**config.mk**
```make
export PLATFORM = sky130hd
export DESIGN_NAME = channel_gain_with_peak_meter_core
export DESIGN_NICKNAME = d
export VERILOG_FILES = /design/src/hdl/cgpm_pkg.sv /design/src/hdl/cgpm_peak_meter.sv /design/src/hdl/cgpm_round_sat.sv /design/src/hdl/channel_gain_with_peak_meter_core.sv
export SDC_FILE = /design/constraint.sdc
export NUM_CORES = 2
export LEC_CHECK = 0
export BUFFER_PORTS_ARGS = -buffer_cell sky130_fd_sc_hd__buf_4
export CAP_MARGIN = 20
export CELL_PAD_IN_SITES_DETAIL_PLACEMENT = 1
export CELL_PAD_IN_SITES_GLOBAL_PLACEMENT = 2
export CORE_MARGIN = 4
export CORE_UTILIZATION = 32
export CTS_CLUSTER_DIAMETER = 120
export DETAILED_ROUTE_END_ITERATION = 12
export GPL_TIMING_DRIVEN = 0
export HOLD_SLACK_MARGIN = 0.02
export PLACE_DENSITY_LB_ADDON = 0.1
export SYNTH_ARGS = -nofsm -noshare
export SYNTH_HDL_FRONTEND = slang
export SYNTH_HIERARCHICAL = 1
export SYNTH_SLANG_ARGS = --single-unit
```
**constraint.sdc**
```tcl
create_clock -name clk -period 18.3 [get_ports clk]
set_input_delay 1.83 -clock clk [delete_from_list [all_inputs] [get_ports clk]]
set_output_delay 1.83 -clock clk [all_outputs]
set_load 0.005 [all_outputs]
```
**src/hdl/cgpm_pkg.sv**
```systemverilog
// Shared types, constants and decode helpers for the channel gain and peak meter.
// No dependencies; imported by every module of the block.
`timescale 1ns / 1ps

package cgpm_pkg;

	// Channel count and peak format adjusts
	localparam int MAX_CHANNELS   = 8;
	localparam int PEAK_SHIFT_S16 = 16;
	localparam int PEAK_SHIFT_S24 = 8;
	localparam int CH_IDX_W       = (MAX_CHANNELS > 1) ? $clog2(MAX_CHANNELS) : 1;

	// Configuration port geometry and register indexes
	localparam int CFG_IDX_W  = 2;
	localparam int CFG_DATA_W = 5;
	localparam logic [CFG_IDX_W-1:0] REG_SAMPLE_FORMAT    = 2'd0;
	localparam logic [CFG_IDX_W-1:0] REG_GAIN_FORMAT      = 2'd1;
	localparam logic [CFG_IDX_W-1:0] REG_PASSTHROUGH_MODE = 2'd2;
	localparam logic [CFG_IDX_W-1:0] REG_PEAK_ATTENUATION = 2'd3;

	// Sample format codes (the unused code behaves as 32-bit)
	localparam logic [1:0] SF_S16 = 2'd0;
	localparam logic [1:0] SF_S24 = 2'd1;
	localparam logic [1:0] SF_S32 = 2'd2;

	// Gain format codes (the unused code behaves as Q1.31)
	localparam logic [1:0] GF_Q8_16 = 2'd0;
	localparam logic [1:0] GF_Q9_23 = 2'd1;
	localparam logic [1:0] GF_Q1_31 = 2'd2;

	localparam logic [30:0] PEAK_MAX = 31'h7FFF_FFFF;

	typedef struct packed {
		logic [1:0] sample_format;
		logic [1:0] gain_format;
		logic       passthrough_mode;
		logic [4:0] peak_attenuation;
	} cfg_t;

	// Sign-extend the used low bits of a sample word
	function automatic logic signed [31:0] sext_sample(logic [31:0] raw, logic [1:0] fmt);
		unique case (fmt)
			SF_S16:  return {{16{raw[15]}}, raw[15:0]};
			SF_S24:  return {{8{raw[23]}}, raw[23:0]};
			default: return raw;
		endcase
	endfunction

	// Fraction bits of the gain word
	function automatic logic [4:0] frac_shift(logic [1:0] fmt);
		unique case (fmt)
			GF_Q8_16: return 5'd16;
			GF_Q9_23: return 5'd23;
			default:  return 5'd31;
		endcase
	endfunction

endpackage

```
**src/hdl/cgpm_peak_meter.sv**
```systemverilog
// Per-channel peak meter: magnitude, format shift with saturation, and the peak store.
// Depends on cgpm_pkg.
`timescale 1ns / 1ps

module cgpm_peak_meter
	import cgpm_pkg::*;
(
	input  logic                clk,
	input  logic                arst_n,
	input  cfg_t                cfg,
	input  logic                upd,
	input  logic [2:0]          channel,
	input  logic signed [31:0]  sample,
	output logic [30:0]         peak_new
);

	logic [30:0]         store_q [MAX_CHANNELS];
	logic [31:0]         ch_ext;
	logic                ch_ok;
	logic [CH_IDX_W-1:0] idx;
	logic [31:0]         mag;
	logic [5:0]          psh;
	logic [62:0]         shifted;
	logic [30:0]         pk;
	logic [30:0]         rd;
	logic                grow;

	assign ch_ext = 32'(channel);
	assign ch_ok  = ch_ext < 32'(MAX_CHANNELS);
	assign idx    = ch_ext[CH_IDX_W-1:0];

	// Absolute value; the most negative sample maps to 2^31
	assign mag = sample[31] ? (~sample + 32'd1) : sample;

	// Shift amount by format; attenuation only for 24 and 32 bit
	always_comb begin
		unique case (cfg.sample_format)
			SF_S16:  psh = 6'(PEAK_SHIFT_S16);
			SF_S24:  psh = 6'(PEAK_SHIFT_S24) + {1'b0, cfg.peak_attenuation};
			default: psh = {1'b0, cfg.peak_attenuation};
		endcase
	end

	assign shifted = {31'b0, mag} << psh[4:0];

	// Saturate the shifted magnitude at the 31-bit maximum
	always_comb begin
		if (mag == 32'd0) begin
			pk = '0;
		end else if (psh[5] || (shifted[62:31] != 32'd0)) begin
			pk = PEAK_MAX;
		end else begin
			pk = shifted[30:0];
		end
	end

	assign rd       = store_q[idx];
	assign grow     = ch_ok && (pk > rd);
	assign peak_new = !ch_ok ? 31'd0 : (grow ? pk : rd);

	// Peak store, cleared by reset
	always_ff @(posedge clk or negedge arst_n) begin
		if (!arst_n) begin
			for (int i = 0; i < MAX_CHANNELS; i++) begin
				store_q[i] <= '0;
			end
		end else if (upd && grow) begin
			store_q[idx] <= pk;
		end
	end

	// A stored peak only ever grows
	a_peak_grows: assert property (@(posedge clk) disable iff (!arst_n)
		(upd && grow) |-> (pk > rd))
		else $error("peak store written with a smaller value");

	// The reported peak of a valid channel is what the store holds afterwards
	a_peak_written: assert property (@(posedge clk) disable iff (!arst_n)
		(upd && ch_ok) |=> (store_q[$past(idx)] == $past(peak_new)))
		else $error("peak store does not match reported peak");

endmodule

```
**src/hdl/cgpm_round_sat.sv**
```systemverilog
// Output stage logic: round-to-nearest, arithmetic shift, saturation and passthrough.
// Depends on cgpm_pkg.
`timescale 1ns / 1ps

module cgpm_round_sat
	import cgpm_pkg::*;
(
	input  cfg_t               cfg,
	input  logic signed [63:0] prod,
	input  logic [31:0]        raw,
	output logic [31:0]        sample
);

	logic [4:0]         fsh;
	logic signed [63:0] rnd;
	logic signed [63:0] sum;
	logic signed [63:0] scaled;
	logic signed [63:0] lo;
	logic signed [63:0] hi;
	logic signed [63:0] clamped;

	assign fsh    = frac_shift(cfg.gain_format);
	assign rnd    = 64'(1) << (fsh - 5'd1);
	// Product magnitude is at most 2^62, so the add cannot overflow
	assign sum    = prod + rnd;
	assign scaled = sum >>> fsh;

	// Limits of the sample format
	always_comb begin
		unique case (cfg.sample_format)
			SF_S16: begin
				lo = -64'sd32768;
				hi = 64'sd32767;
			end
			SF_S24: begin
				lo = -64'sd8388608;
				hi = 64'sd8388607;
			end
			default: begin
				lo = -64'sd2147483648;
				hi = 64'sd2147483647;
			end
		endcase
	end

	always_comb begin
		if (scaled < lo) begin
			clamped = lo;
		end else if (scaled > hi) begin
			clamped = hi;
		end else begin
			clamped = scaled;
		end
	end

	assign sample = cfg.passthrough_mode ? raw : clamped[31:0];

endmodule

```
**src/hdl/channel_gain_with_peak_meter_core.sv**
```systemverilog
// Top level of the channel gain and peak meter: config registers and a three-register pipeline.
// Depends on cgpm_pkg, cgpm_peak_meter and cgpm_round_sat.
//
//   channel   handshake            payload
//   -------   ------------------   ---------------------------------
//   input     in_valid / in_stall  sample_in, channel, gain
//   output    out_valid/out_stall  sample_out, channel_peak
//   config    cfg_we               cfg_index, cfg_data
//
// One item per cycle sustained while out_stall is low. An accepted item reaches the output
// through the input register, the product register after the 32x32 multiplier and the result register.
// The peak store is updated as an item leaves the input register, so items see
// peaks in arrival order. Reset clears the peak store and sets the config to its defaults at once.
// Stalls back up one stage at a time; in_stall rises only with all stages full.
`timescale 1ns / 1ps

module channel_gain_with_peak_meter_core
	import cgpm_pkg::*;
(
	input  logic                  clk,
	input  logic                  arst_n,
	input  logic                  cfg_we,
	input  logic [CFG_IDX_W-1:0]  cfg_index,
	input  logic [CFG_DATA_W-1:0] cfg_data,
	input  logic                  in_valid,
	output logic                  in_stall,
	input  logic signed [31:0]    sample_in,
	input  logic [2:0]            channel,
	input  logic signed [31:0]    gain,
	output logic                  out_valid,
	input  logic                  out_stall,
	output logic signed [31:0]    sample_out,
	output logic [30:0]           channel_peak
);

	cfg_t               cfg_q;
	logic               v_s1;
	logic [31:0]        raw_s1;
	logic [2:0]         channel_s1;
	logic signed [31:0] gain_s1;
	logic               v_s2;
	logic signed [63:0] prod_s2;
	logic [31:0]        raw_s2;
	logic [30:0]        peak_s2;
	logic               out_valid_q;
	logic [31:0]        sample_out_q;
	logic [30:0]        channel_peak_q;
	logic               ready_out;
	logic               ready_s2;
	logic               ready_s1;
	logic signed [31:0] x_s1;
	logic signed [63:0] prod;
	logic [30:0]        peak_new;
	logic [31:0]        result;

	// Config register writes
	always_ff @(posedge clk or negedge arst_n) begin
		if (!arst_n) begin
			cfg_q.sample_format    <= SF_S32;
			cfg_q.gain_format      <= GF_Q8_16;
			cfg_q.passthrough_mode <= 1'b0;
			cfg_q.peak_attenuation <= 5'd0;
		end else if (cfg_we) begin
			unique case (cfg_index)
				REG_SAMPLE_FORMAT:    cfg_q.sample_format    <= cfg_data[1:0];
				REG_GAIN_FORMAT:      cfg_q.gain_format      <= cfg_data[1:0];
				REG_PASSTHROUGH_MODE: cfg_q.passthrough_mode <= cfg_data[0];
				REG_PEAK_ATTENUATION: cfg_q.peak_attenuation <= cfg_data[4:0];
				default: ;
			endcase
		end
	end

	// Per-stage flow control
	assign ready_out = !out_valid_q || !out_stall;
	assign ready_s2  = !v_s2 || ready_out;
	assign ready_s1  = !v_s1 || ready_s2;
	assign in_stall  = !ready_s1;

	// Stage 1: input register
	always_ff @(posedge clk or negedge arst_n) begin
		if (!arst_n) begin
			v_s1 <= 1'b0;
		end else if (ready_s1) begin
			v_s1 <= in_valid;
		end
	end

	always_ff @(posedge clk) begin
		if (in_valid && ready_s1) begin
			raw_s1     <= sample_in;
			channel_s1 <= channel;
			gain_s1    <= gain;
		end
	end

	// Multiply and peak update
	assign x_s1 = sext_sample(raw_s1, cfg_q.sample_format);
	assign prod = 64'(x_s1) * 64'(gain_s1);

	cgpm_peak_meter u_peak (
		.clk      (clk),
		.arst_n   (arst_n),
		.cfg      (cfg_q),
		.upd      (v_s1 && ready_s2),
		.channel  (channel_s1),
		.sample   (x_s1),
		.peak_new (peak_new)
	);

	// Stage 2: product register
	always_ff @(posedge clk or negedge arst_n) begin
		if (!arst_n) begin
			v_s2 <= 1'b0;
		end else if (ready_s2) begin
			v_s2 <= v_s1;
		end
	end

	always_ff @(posedge clk) begin
		if (v_s1 && ready_s2) begin
			prod_s2 <= prod;
			raw_s2  <= raw_s1;
			peak_s2 <= peak_new;
		end
	end

	cgpm_round_sat u_round (
		.cfg    (cfg_q),
		.prod   (prod_s2),
		.raw    (raw_s2),
		.sample (result)
	);

	// Result register
	always_ff @(posedge clk or negedge arst_n) begin
		if (!arst_n) begin
			out_valid_q <= 1'b0;
		end else if (ready_out) begin
			out_valid_q <= v_s2;
		end
	end

	always_ff @(posedge clk) begin
		if (v_s2 && ready_out) begin
			sample_out_q   <= result;
			channel_peak_q <= peak_s2;
		end
	end

	assign out_valid    = out_valid_q;
	assign sample_out   = sample_out_q;
	assign channel_peak = channel_peak_q;

	// Input only backs up when every stage holds an item and the output is held
	a_stall_full: assert property (@(posedge clk) disable iff (!arst_n)
		in_stall |-> (v_s1 && v_s2 && out_valid_q && out_stall))
		else $error("input stalled with a free pipeline stage");

	// An item in stage 1 moves to stage 2 when it may
	a_s1_moves: assert property (@(posedge clk) disable iff (!arst_n)
		(v_s1 && ready_s2) |=> v_s2)
		else $error("stage 1 item lost");

	// A taken result with nothing behind it leaves the output empty
	a_out_drains: assert property (@(posedge clk) disable iff (!arst_n)
		(out_valid_q && !out_stall && !v_s2) |=> !out_valid_q)
		else $error("result repeated after it was taken");

endmodule
```
==> results.sh <==
export IMPL_fin_worst_skew_ps=39.7
export IMPL_crit_path_end="peak_s2[22]"
export IMPL_critPathMaxStageDelay_ps=950
export IMPL_cp_common_cell="clkbuf_1"
export IMPL_cts_tree="done"
export IMPL_syn_inst=6701
export IMPL_setup_viol=0
export IMPL_clk_insertion_delay_late_ps=720
export IMPL_drive_above_1_share_pct=6.83
export IMPL_start_util_pct=32.1
export IMPL_fin_crit_sh_pct=72.7
export IMPL_vias=51539
export IMPL_antenna_found_initial=28
export IMPL_rsz0062_at_grt="false"
export IMPL_area_growth_pct=12.7
export IMPL_cts_max_path_buffers=3
export IMPL_fin_nets=8402
export IMPL_r2r_start="cfg_q[9]"
export IMPL_first_global_vias=55318
export IMPL_first_pass_iters=5
export IMPL_die_area_mm2=0.208
export IMPL_crit_path_end_kind="register"
export IMPL_core_mm2=0.199
export IMPL_grt_overflow=0
export IMPL_crit_path_start="cfg_q[9]"
export IMPL_min_period_ps=13300
export IMPL_numCtsBuffers=70
export IMPL_clkSinkCount=511
export IMPL_ant_nets=0
export IMPL_max_freq_mhz=75.2
export IMPL_setup_slack_ps=5000
export IMPL_vias_per_cell=5.31
export IMPL_die_h_um=456
export IMPL_hp_class="register to register"
export IMPL_hp_start="peak_s2[0]"
export IMPL_htree_levels=3
export IMPL_cts_hold_buf=0
export IMPL_slowest_stage="clkbuf_1"
export IMPL_dp_hpwl_mm=243
export IMPL_clkTransAtPathRegs_ps=60
export IMPL_slew_violations=0
export IMPL_syn_mean_instance_area_um2=9.57
export IMPL_ios=144
export IMPL_nFillCells=22844
export IMPL_mappedNetlistArea_mm2=0.0641
export IMPL_yosysWarnings=6
export IMPL_root_buffer="clkbuf_16"
export IMPL_worstRegToRegCells=32
export IMPL_reg2reg_slack_ps=5000
export IMPL_wire_per_inst_um=30.4
export IMPL_timing_rr_end="peak_s2[22]"
export IMPL_gr_usage_all_layers_pct=28.1
export IMPL_post_cts_resized=0
export IMPL_arrival_ps=13670
export IMPL_port_buffers=143
export IMPL_place_inst=9562
export IMPL_finalNonFillerCells=9712
export IMPL_place_gp_congestion=0.940
export IMPL_grt_pass1_wl_mm=422
export IMPL_seq_area_mm2=0.0140
export IMPL_maxSlewHeadroom_pct=18.6
export IMPL_outcome="complete, no violations"
export IMPL_fp_dieW_um=456
export IMPL_maxCapViolCount=0
export IMPL_cts_setup_buffers=0
export IMPL_dpl_worst_slack_ps=5240
export IMPL_grt_max_degree=111
export IMPL_cp_max_fo=10
export IMPL_cp_required_ps=18670
export IMPL_routed_wirelength_mm=295
export IMPL_cp_start_kind="register"
export IMPL_drcViolationCount=0
export IMPL_multiInputGateArea_mm2=0.0441
export IMPL_critical_path_class="register to register"
export IMPL_first_iter_violations=4306
export IMPL_worst_slew_pin_slew_ps=1220
export IMPL_setup_tns_ps=0
export IMPL_hold_viol=0
export IMPL_core_rowCount=164
worst min path at each step:
stage                  endpoint  slack, ps  cells past startpoint
5_1_grt         channel_peak[0]        420                      0
6_report        channel_peak[0]        420                      0
3_5_place_dp    channel_peak[0]        410                      0
2_1_floorplan   channel_peak[0]        400                      0
3_3_place_gp    channel_peak[4]        400                      0
4_1_cts        channel_peak[25]        420                      0
stage by stage:
stage	util, %	hold WS [ps]	instance area, µm²
2_1_floorplan	-	400	64100
3_3_place_gp	34.3	401	68500
3_5_place_dp	35.0	405	69700
4_1_cts	36.2	419	72100
5_1_grt	36.2	421	72200
6_report	36.2	417	72200
cell type report:
cell class                 instances  share of cell area, %
timing repair buffer             209                   3.19
antenna                           14                 0.0485
clock inverter                    39                  0.734
multi-input combinational       4623                   61.1
tap                             2656                   4.60
clock buffer                      90                   2.61
buffer                           390                   2.16
sequential                       511                   19.4
inverter                        1180                   6.13
worst max-delay path, delay by kind of cell (launching register included):
kind,cells,cell delay (ps)
fa+ha+maj,1,270
buf+inv,11,4980
simple gates,8,2630
flops,1,890
compound gates,12,4140
sequential cells by signal (all words and copies together) (netlist names):
register / count
prod_s2: 57
v_s2: 1
raw_s2: 32
out_valid: 1
u_peak/store_q: 248
channel_s1: 3
raw_s1: 32
v_s1: 1
sample_out: 32
cfg_q: 10
channel_peak: 31
gain_s1: 32
peak_s2: 31
metal layers:
layer	up-vias	GRT usage, %	wire, µm
met4	0	8.22	9250
li1	22122	-	-
met3	326	3.92	17200
met2	1532	44.2	133000
met5	-	0	0
met1	27559	40.4	135000
cell usage in the layout, fill, tap and decap left out, types with 23 or more instances in the layout:
master     count
inv_1       1179
fa_1        1082
nand2_1      861
and2_1       461
clkbuf_1     340
dfrtp_1      260
ha_1         256
edfxtp_1     250
nor2_1       247
a21oi_1      231
o21ai_0      231
buf_4        150
a22oi_1       80
a22o_1        80
xnor2_1       78
clkbuf_16     71
nand3_1       64
nand4_1       59
and3_1        59
nor3_1        55
xor2_1        54
a221oi_1      49
mux2i_1       43
a21o_1        41
nor4_1        35
o22ai_1       34
nand2b_1      33
o211ai_1      32
buf_8         29
a211oi_1      28
buf_1         27
mux2_2        26
nor2b_1       25
o31ai_1       23
buf_16        23
Power is left out: the tool's default activity adds up to more than one toggle a clock period on the data nets, which glitch-free logic cannot reach.
